<file path="src/design/range_add_rightmost_zero_tree_defines.svh">
// ---------------------------------------------------------------------------
// Assertion macros for the range-add / rightmost-zero tree.
// These macros assume a clock named clk and an active-low reset named arst_n.
// ---------------------------------------------------------------------------
`ifndef RANGE_ADD_RIGHTMOST_ZERO_TREE_DEFINES_SVH
`define RANGE_ADD_RIGHTMOST_ZERO_TREE_DEFINES_SVH

// Checks a property on every clock edge outside reset.
`define RAZT_ASSERT(lbl, prop, msg) \
	lbl: assert property (@(posedge clk) disable iff (!arst_n) prop) else $error(msg);

// Checks that a condition is followed by a consequence in the next cycle.
`define RAZT_ASSERT_NEXT(lbl, ante, cons, msg) \
	lbl: assert property (@(posedge clk) disable iff (!arst_n) ante |=> cons) else $error(msg);

`endif

</file>
<file path="src/design/razt_pkg.sv">
// ---------------------------------------------------------------------------
// razt_pkg
// Shared constants and the command/status types between controller and
// datapath of the range-add / rightmost-zero tree.
// ---------------------------------------------------------------------------
package razt_pkg;

	// Default number of leaf positions.
	localparam int unsigned LEAVES_DEF = 1024;

	// Fixed field widths.
	localparam int VAL_W   = 16;
	localparam int POS_W   = 10;
	localparam int DELTA_W = 12;
	localparam int SIZE_W  = 11;
	localparam logic [SIZE_W-1:0] SIZE_RESET = 11'd1024;

	// Datapath operations issued by the controller.
	typedef enum logic [3:0] {
		OP_NONE,
		OP_CLR,
		OP_START,
		OP_RD_NODE,
		OP_WR_NODE,
		OP_RD_LCH,
		OP_WR_LCH,
		OP_RD_RCH,
		OP_WR_RCH,
		OP_MERGE,
		OP_PUSH_LEFT,
		OP_PUSH_RIGHT,
		OP_LEFT_TAIL,
		OP_POP,
		OP_SET_RES,
		OP_SET_NONE
	} dp_op_t;

	// Where a suspended node resumes after its child call returns.
	typedef enum logic [1:0] {
		RET_ADD_L,
		RET_ADD_R,
		RET_FIND_R
	} ret_t;

	typedef struct packed {
		dp_op_t op;
		ret_t   ret;
	} dp_cmd_t;

	typedef struct packed {
		logic clr_last;
		logic is_find;
		logic full;
		logic disjoint;
		logic leaf;
		logic prune;
		logic tnz;
		logic stk_empty;
		ret_t ret;
		logic out_busy;
	} dp_stat_t;

endpackage

</file>
<file path="src/design/razt_ctrl.sv">
// ---------------------------------------------------------------------------
// razt_ctrl
// Controller: sequences the clearing sweep and the tree walk of each item,
// one datapath operation per cycle.
// ---------------------------------------------------------------------------
module razt_ctrl (
	input  logic               clk,
	input  logic               arst_n,
	input  logic               in_valid,
	output logic               in_ready,
	input  razt_pkg::dp_stat_t stat,
	output razt_pkg::dp_cmd_t  cmd
);

	typedef enum logic [3:0] {
		ST_CLEAR,
		ST_IDLE,
		ST_VISIT_RD,
		ST_VISIT_WR,
		ST_LCH_RD,
		ST_LCH_WR,
		ST_RCH_RD,
		ST_RCH_WR,
		ST_DECIDE,
		ST_RETURN,
		ST_RESUME,
		ST_MRG_R,
		ST_MRG_WR,
		ST_FOUND,
		ST_NONE
	} state_t;

	state_t state_q, nxt;

	// Next state and the operation for this cycle.
	always_comb begin
		nxt = state_q;
		cmd = '{op: razt_pkg::OP_NONE, ret: razt_pkg::RET_ADD_L};
		case (state_q)
			ST_CLEAR: begin
				cmd.op = razt_pkg::OP_CLR;
				if (stat.clr_last) begin
					nxt = ST_IDLE;
				end
			end
			ST_IDLE: begin
				if (in_valid) begin
					cmd.op = razt_pkg::OP_START;
					nxt = ST_VISIT_RD;
				end
			end
			ST_VISIT_RD: begin
				cmd.op = razt_pkg::OP_RD_NODE;
				nxt = ST_VISIT_WR;
			end
			ST_VISIT_WR: begin
				cmd.op = razt_pkg::OP_WR_NODE;
				nxt = (stat.tnz && !stat.leaf) ? ST_LCH_RD : ST_DECIDE;
			end
			ST_LCH_RD: begin
				cmd.op = razt_pkg::OP_RD_LCH;
				nxt = ST_LCH_WR;
			end
			ST_LCH_WR: begin
				cmd.op = razt_pkg::OP_WR_LCH;
				nxt = ST_RCH_RD;
			end
			ST_RCH_RD: begin
				cmd.op = razt_pkg::OP_RD_RCH;
				nxt = ST_RCH_WR;
			end
			ST_RCH_WR: begin
				cmd.op = razt_pkg::OP_WR_RCH;
				nxt = ST_DECIDE;
			end
			ST_DECIDE: begin
				if (stat.is_find) begin
					if (stat.prune) begin
						nxt = ST_RETURN;
					end else if (stat.leaf) begin
						nxt = ST_FOUND;
					end else begin
						cmd = '{op: razt_pkg::OP_PUSH_RIGHT, ret: razt_pkg::RET_FIND_R};
						nxt = ST_VISIT_RD;
					end
				end else if (stat.disjoint || stat.full || stat.leaf) begin
					nxt = ST_RETURN;
				end else begin
					cmd = '{op: razt_pkg::OP_PUSH_LEFT, ret: razt_pkg::RET_ADD_L};
					nxt = ST_VISIT_RD;
				end
			end
			ST_RETURN: begin
				if (stat.stk_empty) begin
					nxt = stat.is_find ? ST_NONE : ST_IDLE;
				end else begin
					cmd.op = razt_pkg::OP_POP;
					nxt = ST_RESUME;
				end
			end
			ST_RESUME: begin
				case (stat.ret)
					razt_pkg::RET_ADD_L: begin
						cmd = '{op: razt_pkg::OP_PUSH_RIGHT, ret: razt_pkg::RET_ADD_R};
						nxt = ST_VISIT_RD;
					end
					razt_pkg::RET_ADD_R: begin
						cmd.op = razt_pkg::OP_RD_LCH;
						nxt = ST_MRG_R;
					end
					razt_pkg::RET_FIND_R: begin
						cmd.op = razt_pkg::OP_LEFT_TAIL;
						nxt = ST_VISIT_RD;
					end
					default: begin
						nxt = ST_RETURN;
					end
				endcase
			end
			ST_MRG_R: begin
				cmd.op = razt_pkg::OP_RD_RCH;
				nxt = ST_MRG_WR;
			end
			ST_MRG_WR: begin
				cmd.op = razt_pkg::OP_MERGE;
				nxt = ST_RETURN;
			end
			ST_FOUND: begin
				if (!stat.out_busy) begin
					cmd.op = razt_pkg::OP_SET_RES;
					nxt = ST_IDLE;
				end
			end
			ST_NONE: begin
				if (!stat.out_busy) begin
					cmd.op = razt_pkg::OP_SET_NONE;
					nxt = ST_IDLE;
				end
			end
			default: begin
				nxt = ST_IDLE;
			end
		endcase
	end

	// State register.
	always_ff @(posedge clk or negedge arst_n) begin
		if (!arst_n) begin
			state_q <= ST_CLEAR;
		end else begin
			state_q <= nxt;
		end
	end

	assign in_ready = (state_q == ST_IDLE);

endmodule

</file>
<file path="config.mk">
export PLATFORM = sky130hd
export DESIGN_NAME = razt_ctrl
export DESIGN_NICKNAME = d
export VERILOG_FILES = /design/src/design/range_add_rightmost_zero_tree_defines.svh /design/src/design/razt_pkg.sv /design/src/design/razt_ctrl.sv
export SDC_FILE = /design/constraint.sdc
export NUM_CORES = 1
export LEC_CHECK = 0
export BUFFER_PORTS_ARGS = -buffer_cell sky130_fd_sc_hd__buf_4
export CORE_MARGIN = 1
export CORE_UTILIZATION = 30
export DETAILED_ROUTE_END_ITERATION = 10
export MAX_ROUTING_LAYER = met4
export PLACE_DENSITY = 0.52
export SYNTH_ARGS = -nofsm -noshare
export SYNTH_HDL_FRONTEND = slang
export SYNTH_SLANG_ARGS = --single-unit
</file>
<file path="constraint.sdc">
create_clock -name clk -period 4.45 [get_ports clk]
set_input_delay 0.445 -clock clk [delete_from_list [all_inputs] [get_ports clk]]
set_output_delay 0.445 -clock clk [all_outputs]
set_load 0.05 [all_outputs]
</file>
After elaboration in Yosys (flattened, before gate mapping)
Cells that the tools add are included.
W data, S select, Z words.
{"block": "totals", "register_bits": 4, "wordCells": 54}
{"block": "classes", "eq_ne": 19, "muxes": 24, "reduce_logical": 10}
{"operator": "$pmux W4 S14", "n": 2}
{"operator": "$mux W4", "n": 13}
{"operator": "$eq A4 B4 Y1 const B", "n": 7}
{"operator": "$mux W6", "n": 4}
{"operator": "$eq A4 B3 Y1 const B", "n": 4}
{"operator": "$pmux W4 S3", "n": 1}
{"operator": "$eq A4 B2 Y1 const B", "n": 2}
{"operator": "$pmux W4 S2", "n": 1}
{"operator": "$ne A2 B2 Y1 const B", "n": 3}
{"operator": "$reduce_or A2 Y1", "n": 3}
{"operator": "$eq A4 B1 Y1 const B", "n": 1}
{"operator": "$logic_not A4 Y1", "n": 1}
{"operator": "$pmux W2 S2", "n": 1}
{"operator": "$reduce_and A3 Y1", "n": 1}
{"operator": "$eq A2 B1 Y1 const B", "n": 1}
{"operator": "$eq A2 B2 Y1 const B", "n": 1}
{"operator": "$logic_not A2 Y1", "n": 1}
{"operator": "$logic_or A1 B1 Y1", "n": 2}
{"operator": "$mux W2", "n": 1}
{"operator": "$logic_and A1 B1 Y1", "n": 1}
{"operator": "$logic_not A1 Y1", "n": 1}
{"operator": "$mux W1", "n": 1}

Logic depth before layout (Yosys ltp)
Gate-level depths: netlist (run 1).
{"block": "depth", "depth_word": 5, "depth_mapped": 6, "mapped_depth_nobuf": 6}

Least setup slack after synthesis (run 1)
OpenSTA, ideal clock, no wires.
{"block": "synth_timing", "path_type": "flip-flop to output port", "startpoint": "reg state_q[2]", "endpoint": "out cmd[1] (netlist bit)", "arrival_time_ps": 2351, "required_time_ps": 4005, "path_slack_ps": 1654, "path_stages_with_launch": 4, "n_path_buf": 1, "cell_sequence": "dfrtp_1 > buf_2 > or2b_1 > nor4_1"}
{"item": "from (decl)", "line": "razt_ctrl.sv:33", "source": "state_t state_q, nxt;"}
{"item": "from (signal assigned)", "line": "razt_ctrl.sv:151", "source": "state_q <= nxt;"}
{"item": "to (decl)", "line": "razt_ctrl.sv:12", "source": "output razt_pkg::dp_cmd_t cmd"}

==> results of run 1 <==
-- cells in the final DEF, fill, tap and decap left out, types with 2 or more instances in the layout --
| cell | synthesis | final |
|---|---|---|
| nand2_1 | 7 | 7 |
| nand2b_1 | 5 | 5 |
| nor4_1 | 2 | 2 |
| nor3_1 | 3 | 3 |
| o221ai_1 | 2 | 2 |
| a21o_1 | 2 | 2 |
| nor2b_1 | 3 | 3 |
| nand3_1 | 2 | 2 |
| o21ai_0 | 7 | 7 |
| clkbuf_4 | 0 | 3 |
| or2b_1 | 2 | 2 |
| nor2_1 | 10 | 10 |
| a2bb2oi_1 | 2 | 2 |
| inv_1 | 5 | 5 |
| dfrtp_1 | 4 | 4 |
| ha_1 | 5 | 5 |
| a21oi_1 | 6 | 6 |
| o31ai_1 | 2 | 2 |
| a211oi_1 | 2 | 2 |
| buf_4 | 0 | 20 |
-- path summary, 6_finish.rpt --
kind / from / end / slack [ps] / cells past startpoint
setup / recovery: state_q[0] / cmd[5] / 1890 / 5
hold / removal: stat[0] / state_q[1] / 530 / 3
setup reg to reg: state_q[0] / state_q[3] / 2460 / 4
hold reg to reg: state_q[3] / state_q[1] / 850 / 2
max in group asynchronous: arst_n / state_q[0] / 3810 / 2
min in group asynchronous: arst_n / state_q[3] / 540 / 2
-- report_power, final --
part | total, mW | internal (mW) | switching, mW
Clock | 0.0466 | 0.0303 | 0.0163
Sequential | 0.134 | 0.0515 | 0.0830
Combinational | 0.409 | 0.165 | 0.244
-- worst max-delay path, stage by stage (launching register included) --
cell and delay, ps:
dfrtp_1 640, or2_0 350, a2111o_1 450, o21ai_0 110, a21o_1 120, buf_4 190
-- metrics by stage --
| stage | cell area (um2) | hold WS [ps] | setup WS, ps |
|---|---|---|---|
| 6_report | 915 | 532 | 1890 |
| 5_1_grt | 915 | 545 | 1780 |
| 2_1_floorplan | 729 | 149 | 1650 |
| 3_3_place_gp | 882 | 242 | 2160 |
| 4_1_cts | 915 | 532 | 1900 |
| 3_5_place_dp | 882 | 243 | 2150 |
-- final cells by class --
cell class / count / area [um2] / area share, %
sequential: 4 / 100 / 10.9
inverter: 5 / 18.8 / 2.05
multi-input combinational: 86 / 578 / 63.2
clock buffer: 3 / 22.5 / 2.46
timing repair buffer: 21 / 160 / 17.5
tap: 28 / 35.0 / 3.83
-- routing by layer --
metal / track usage [%] / vias up / part of all wire [%]
met5: - / - / 0
met4: 1.35 / 0 / 0
met3: 3.57 / 0 / 4.2
met2: 27.4 / 18 / 49
met1: 20.2 / 398 / 47
li1: - / 418 / -
-- timing repair --
action                                 4_1_cts  5_1_grt
hold buffers                                 1        0
endpoints found under the hold margin        4        0
setup endpoints to repair                    0        0
-- cell families after synthesis --
kind of cell | after synthesis | synth area share, %
AO/OA/AOI/OAI | 37 | 37.1
adder cells (fa/ha/maj) | 5 | 8.58
buffers and inverters | 12 | 7.03
flip-flops | 4 | 13.7
multiplexers | 1 | 1.54
AND/OR/NAND/NOR | 43 | 32.1
==> flow_summary.json, run 1 <==
{
  "status": "finished, final reports clean",
  "clock_latency_ps": 240,
  "setup-violations-final": 0,
  "regMostFlops": "state_q",
  "crit_type": "reg -> out",
  "htree_levels": 1,
  "routed_wl_mm": 1.94,
  "ys_top_cells_by_count": "nor2_1 (10), nand2_1 (7), o21ai_0 (7)",
  "antenna_left": 0,
  "fin_skew_ps": 2.64,
  "yosysTopAreaCell": "dfrtp_1",
  "drt_iter0_markers": 14,
  "worst_pin_slew_ps": 731,
  "start_util_pct": 32.4,
  "cts_tree": "yes",
  "top_regs": "state_q (4)",
  "ys_seq_area_share_pct": 13.7,
  "cts.sinks": 4,
  "synth_seq_cells": 4,
  "syn_nets": 121,
  "cap_violations": 0,
  "numCtsBuffers": 3,
  "coreArea_mm2": 0.00225,
  "final_cells": 147,
  "route.detailed.drc": 0,
  "worstPathRequired_ps": 4010,
  "maxSlewHeadroom_pct": 51.3,
  "grt_max_degree": 27,
  "wire_per_inst_um": 13.2,
  "cts_setup_buffers": 0,
  "viasPerCell": 5.67,
  "die-area_mm2": 0.00263,
  "dp.cells": 143,
  "yosys_warnings": 0,
  "crit_path_max_fanout": 26,
  "drive_gt1_share_pct": 21.8,
  "vias": 834,
  "post-route-util_pct": 40.6,
  "total_power_mw": 0.590,
  "synth_top_area_share_pct": 13.7,
  "rows": 17,
  "clock_path_buffers": 2,
  "overflow": 0,
  "ioPinCount": 21,
  "cp_data_arrival_time_ps": 2110,
  "numPortBuffers": 20,
  "synth.area.top_cells": "dfrtp_1 (14%), ha_1 (8.6%), nor2_1 (5.1%)",
  "dieWidth_um": 51.3,
  "antenna_found_initial": 0,
  "clkTransAtPathRegs_ps": 40,
  "startpoint_type": "flop",
  "grt_pass1_vias": 733,
  "die_y_um": 51.3,
  "hold_viol": 0,
  "netlist_area_um2": 729,
  "cp-end-kind": "primary output",
  "leakagePower_nw": 0.415,
  "p_per_area_mw_per_mm2": 646,
  "final.period_utilization_pct": 57.5,
  "largest_reg_flops": 4,
  "antennaDiodeCount": 0,
  "max_freq_ghz": 0.391,
  "slew_viol_final": 0,
  "synth-edff-count": 0,
  "cts-resized-gates": 0,
  "period_minus_slack_ps": 2560,
  "synthArstFlopShare_pct": 100,
  "yosysMostFrequentCell": "nor2_1",
  "synth_area_per_cell_um2": 7.15,
  "grt_pass1_wl_mm": 3.22,
  "drt-pass1-iter-count": 4,
  "postSynthCellCount": 102,
  "root_buffer": "clkbuf_4",
  "fin_nets": 140,
  "gp_congestion": 0.819,
  "hpwl_mm": 1.46,
  "finalSetupTns_ps": 0,
  "syn_to_final_growth_pct": 25.4,
  "synth_cell_type_count": 45,
  "vdd_ir_drop_max_mv": 0.315,
  "grtUsageTotal_pct": 16.1,
  "synth_flop_cell": "dfrtp_1",
  "fill_cells": 251,
  "rsz0062_at_grt": "false",
  "hp-class": "in -> reg"
}
Note: power is estimated with default switching activity, not from simulation.
==> run 2: changes to the inputs <==
Settings changed: PLACE_DENSITY 0.52 to 0.54.
Clock period 4.45 ns to 2.3 ns, I/O delays scaled along.
==> run 2 against run 1 <==
  * Largest power group unchanged
  * Critical path depth is the same
  * Design area increased by 4.0%
  * Register-to-register slack got worse by 1900 ps
  * Wire length increased by 8.9%
  * Highest routed layer is now met4
  * Clock skew is 3.2 ps higher
==> flow_summary.json, run 2 (synthesis results as in run 1) <==
{
  "grt_pass1_wl_mm": 3.46,
  "syn_to_final_growth_pct": 30.4,
  "antenna_found_initial": 0,
  "reg2reg_to": "state_q[3]",
  "worstPathRequired_ps": 2070,
  "worst_pin_slew_ps": 378,
  "cp-end-kind": "primary output",
  "numPortBuffers": 20,
  "cts_tree": "yes",
  "ioPinCount": 21,
  "cap_violations": 0,
  "mostFrequentLayoutCells": "buf_4 (24), nor2_1 (10), o21ai_0 (7), nand2_1 (7), a21oi_1 (6)",
  "die-area_mm2": 0.00263,
  "overflow": 0,
  "final_common_cell": "buf_4",
  "hp-start": "stat[0]",
  "clkTransAtPathRegs_ps": 40,
  "startpoint_type": "flop",
  "multi_input_area_um2": 584,
  "coreArea_mm2": 0.00225,
  "grt_pass1_vias": 756,
  "grtUsageTotal_pct": 17.7,
  "setup-violations-final": 0,
  "numCtsBuffers": 3,
  "fin_nets": 144,
  "max_freq_ghz": 0.467,
  "rows": 17,
  "cts.sinks": 4,
  "cp_data_arrival_time_ps": 1910,
  "clock_latency_ps": 230,
  "cts-resized-gates": 0,
  "final_area_um2": 951,
  "htree_levels": 1,
  "finalSetupTns_ps": 0,
  "fin_skew_ps": 5.81,
  "hp-class": "in -> reg",
  "fill_cells": 250,
  "hold_viol": 0,
  "largest_reg_flops": 4,
  "worstHoldEndpoint": "state_q[1]",
  "r2r_cells": 5,
  "dp.cells": 147,
  "drt-pass1-iter-count": 4,
  "gp_congestion": 0.824,
  "regToRegSetupSlack_ps": 530,
  "startpoint": "state_q[1]",
  "drt_iter0_markers": 20,
  "leakagePower_nw": 0.436,
  "hpwl_mm": 1.62,
  "rsz0062_at_grt": "false",
  "vdd_ir_drop_max_mv": 0.562,
  "final_cells": 151,
  "root_buffer": "clkbuf_4",
  "period_minus_slack_ps": 2140,
  "route.detailed.drc": 0,
  "dieWidth_um": 51.3,
  "place_area_um2": 918,
  "routed_wl_mm": 2.12,
  "top_regs": "state_q (4)",
  "r2r-start": "state_q[1]",
  "antenna_left": 0,
  "drive_gt1_share_pct": 25.2,
  "regMostFlops": "state_q",
  "grt_max_degree": 20,
  "viasPerCell": 5.60,
  "crit_path_max_fanout": 13,
  "seqCellArea_um2": 100,
  "crit_type": "reg -> out",
  "slew_viol_final": 0,
  "vias": 846,
  "wire_per_inst_um": 14.0,
  "clock_path_buffers": 2,
  "status": "finished, final reports clean",
  "start_util_pct": 32.4,
  "p_per_area_mw_per_mm2": 1260,
  "final.period_utilization_pct": 93.2,
  "die_y_um": 51.3,
  "hold_depth": 3,
  "maxSlewHeadroom_pct": 74.1,
  "post-route-util_pct": 42.2,
  "antennaDiodeCount": 0
}
[run 2: cell count changes in the layout (fill, tap and decap cells not counted)]
cell and delta:
nor4_2 +1, nor4_1 -1, buf_4 +4
[run 2: report_power, final]
group          internal [mW]  leakage [nW]  switching (mW)  total, mW
logic                  0.357         0.371           0.602      0.958
registers              0.102        0.0504          0.0541      0.156
clock network         0.0583        0.0138          0.0280     0.0863
[run 2: layout make-up]
type,instances,area share [%]
Tap cell,28,3.68
Clock buffer,3,2.37
Sequential cell,4,10.5
Inverter,5,1.97
Multi-Input combinational cell,86,61.4
Timing Repair Buffer,25,20.0
[run 2: how the worst max path moves through the flow]
stage	end	slack (ps)
global placement	cmd[3]	410
finish	cmd[5]	160
global route	cmd[5]	40
detailed placement	cmd[5]	430
CTS	cmd[5]	170
floorplan	cmd[2]	290
[run 2: critical path, stage by stage (launching register included)]
cell	delay, ps
dfrtp_1	510
or2_0	300
a2111o_1	460
o21ai_0	110
a21o_1	110
buf_4	190
[run 2: per-layer routing]
metal | global-route usage, % | vias to the layer above | wire length (um)
met2 | 27.0 | 33 | 934
li1 | - | 425 | -
met1 | 24.3 | 386 | 1050
met5 | - | - | 0
met3 | 3.27 | 2 | 121
met4 | 3.60 | 0 | 9
[run 2: repair_timing]
item / 4_1_cts / 5_1_grt
setup buffers: 0 / 0
hold buffers: 1 / 0
hold endpoints to repair: 4 / 0
[run 2: metrics by stage]
stage                     worst slack (ps)  power, mW  hold WS, ps
after floorplan                        288      0.855        -65.6
after global placement                 411       1.11         28.0
after detailed placement               427       1.11         29.7
after CTS                              167       1.20          305
after global routing                  39.9       1.29          313
final                                  157       1.20          311
==> run 3: changes to the inputs <==
Settings changed: CORE_UTILIZATION 30 to 46, GPL_TIMING_DRIVEN set to 0, PLACE_DENSITY 0.54 to 0.76, RECOVER_POWER set to 50.
==> run 3 against run 2 <==
  * Worst setup slack worse by 100 ps
  * Clock skew decreased by 5.7 ps
  * Critical path depth increased by 1
  * First-iteration DRC count increased by 40%
  * Die area decreased by 34%
  * Highest routed layer unchanged
  * Maximum frequency decreased by 4.5%
  * Sequential share of layout area increased by 0.070 points
  * Combinational power grew 3.3%
  * Flip-flop and latch count is the same
  * Sequential power decreased by 4%
  * Global-route usage increased by 9.0 points
  * Design area decreased by 0.66%
  * Critical path type unchanged
==> flow_summary.json, run 3 (synthesis results as in run 1) <==
{
  "gp_congestion": 0.967,
  "wire_per_inst_um": 15.0,
  "grt_pass1_wl_mm": 3.55,
  "drt-pass1-iter-count": 4,
  "route.detailed.drc": 0,
  "path_cells": "buf_2, or2_0, a2111o_1, o21ai_0, a21o_1, buf_4",
  "p_per_area_mw_per_mm2": 1300,
  "worstSetupEndpoint": "cmd[5]",
  "worst_pin_slew_ps": 491,
  "coreArea_mm2": 0.00149,
  "reg2reg_to": "state_q[1]",
  "cp-end-kind": "primary output",
  "start_util_pct": 49.0,
  "routed_wl_mm": 2.13,
  "crit_type": "reg -> out",
  "seqCellArea_um2": 100,
  "largest_reg_flops": 4,
  "clkTransAtPathRegs_ps": 40,
  "crit_path_max_fanout": 10,
  "final_cells": 142,
  "numCtsBuffers": 3,
  "startpoint": "state_q[1]",
  "die-area_mm2": 0.00175,
  "total_power_mw": 1.23,
  "slew_viol_final": 0,
  "final_area_um2": 945,
  "antenna_found_initial": 0,
  "antennaDiodeCount": 0,
  "slowest_delay_ps": 470,
  "cp_data_arrival_time_ps": 2010,
  "fin_nets": 147,
  "vias": 912,
  "clock_path_buffers": 2,
  "rows": 14,
  "period_minus_slack_ps": 2240,
  "root_buffer": "clkbuf_4",
  "regToRegSetupSlack_ps": 660,
  "maxSlewHeadroom_pct": 67.0,
  "final.period_utilization_pct": 97.5,
  "cap_violations": 0,
  "antenna_left": 0,
  "numPortBuffers": 20,
  "grt_max_degree": 11,
  "vdd_ir_drop_max_mv": 0.586,
  "grt_pass1_vias": 788,
  "drt_iter0_markers": 28,
  "die_y_um": 41.8,
  "drive_gt1_share_pct": 26.2,
  "regMostFlops": "state_q",
  "fin_skew_ps": 0.0917,
  "worstPathRequired_ps": 2070,
  "r2r_cells": 5,
  "fill_cells": 146,
  "leakagePower_nw": 0.439,
  "hpwl_mm": 1.59,
  "multi_input_area_um2": 594,
  "hold_viol": 0,
  "setup-violations-final": 0,
  "mostFrequentLayoutCells": "buf_4 (19), nor2_1 (10), o21ai_0 (7), nand2_1 (7), a21oi_1 (6)",
  "htree_levels": 1,
  "status": "finished, final reports clean",
  "slowest_stage": "a2111o_1",
  "clock_latency_ps": 240,
  "max_freq_ghz": 0.446,
  "hp-class": "in -> reg",
  "cts_tree": "yes",
  "r2r-start": "state_q[1]",
  "viasPerCell": 6.42,
  "cts_setup_buffers": 0,
  "grtUsageTotal_pct": 26.7,
  "dp.cells": 138,
  "dieWidth_um": 41.8,
  "overflow": 0,
  "top_regs": "state_q (4)",
  "cts.sinks": 4,
  "final_common_cell": "buf_4",
  "rsz0062_at_grt": "false",
  "finalSetupTns_ps": 0,
  "startpoint_type": "flop",
  "place_area_um2": 906,
  "ioPinCount": 21,
  "syn_to_final_growth_pct": 29.5
}
==> run 3: worst min path at each step <==
| stage | start | endpoint | slack, ps | depth (start not counted) |
|---|---|---|---|---|
| floorplan | arst_n | state_q[0] | -70 | 0 |
| global placement | arst_n | state_q[2] | 30 | 1 |
| detailed placement | arst_n | state_q[3] | 30 | 1 |
| CTS | stat[0] | state_q[1] | 300 | 3 |
| global route | stat[0] | state_q[1] | 330 | 3 |
| finish | stat[0] | state_q[1] | 310 | 3 |
==> run 3: layer usage <==
layer / routed length, um / global-route usage (%)
met2: 1010 / 38.8
met5: 0 / -
met1: 936 / 37.0
met4: 14 / 5.81
met3: 167 / 7.39
==> run 3: cell type report <==
type                            instances  share of cell area [%]
Multi-Input combinational cell         86                    62.9
Timing Repair Buffer                   21                    16.6
Sequential cell                         4                    10.6
Buffer                                  7                    3.44
Clock buffer                            3                    2.38
Tap cell                               16                    2.12
Inverter                                5                    1.99
==> run 3: where the power goes <==
part / switching, mW / internal [mW]
clock network: 0.0314 / 0.0585
registers: 0.0482 / 0.102
logic: 0.631 / 0.360
==> run 3: metrics by stage <==
step	hold WS (ps)	setup WS (ps)	utilization, %
after global routing	333	10.3	63.4
after global placement	25.1	320	60.8
after detailed placement	26.7	329	60.8
final	315	56.7	63.4
after CTS	303	70.8	63.0
after floorplan	-65.6	288	-
==> run 3: timing repair <==
action / CTS / global route
endpoints found under the hold margin: 4 / 0
hold buffers: 1 / 0
gates resized for setup: 0 / 3
endpoints found under the setup margin: 0 / 2
==> run 3: worst max-delay path, delay by kind of cell, from the launching register on <==
kind	cells	cell delay (ps)
AOI/OAI and AO/OA	3	720
DFF	1	410
and+or+nand+nor	1	250
buffers and inverters	2	390
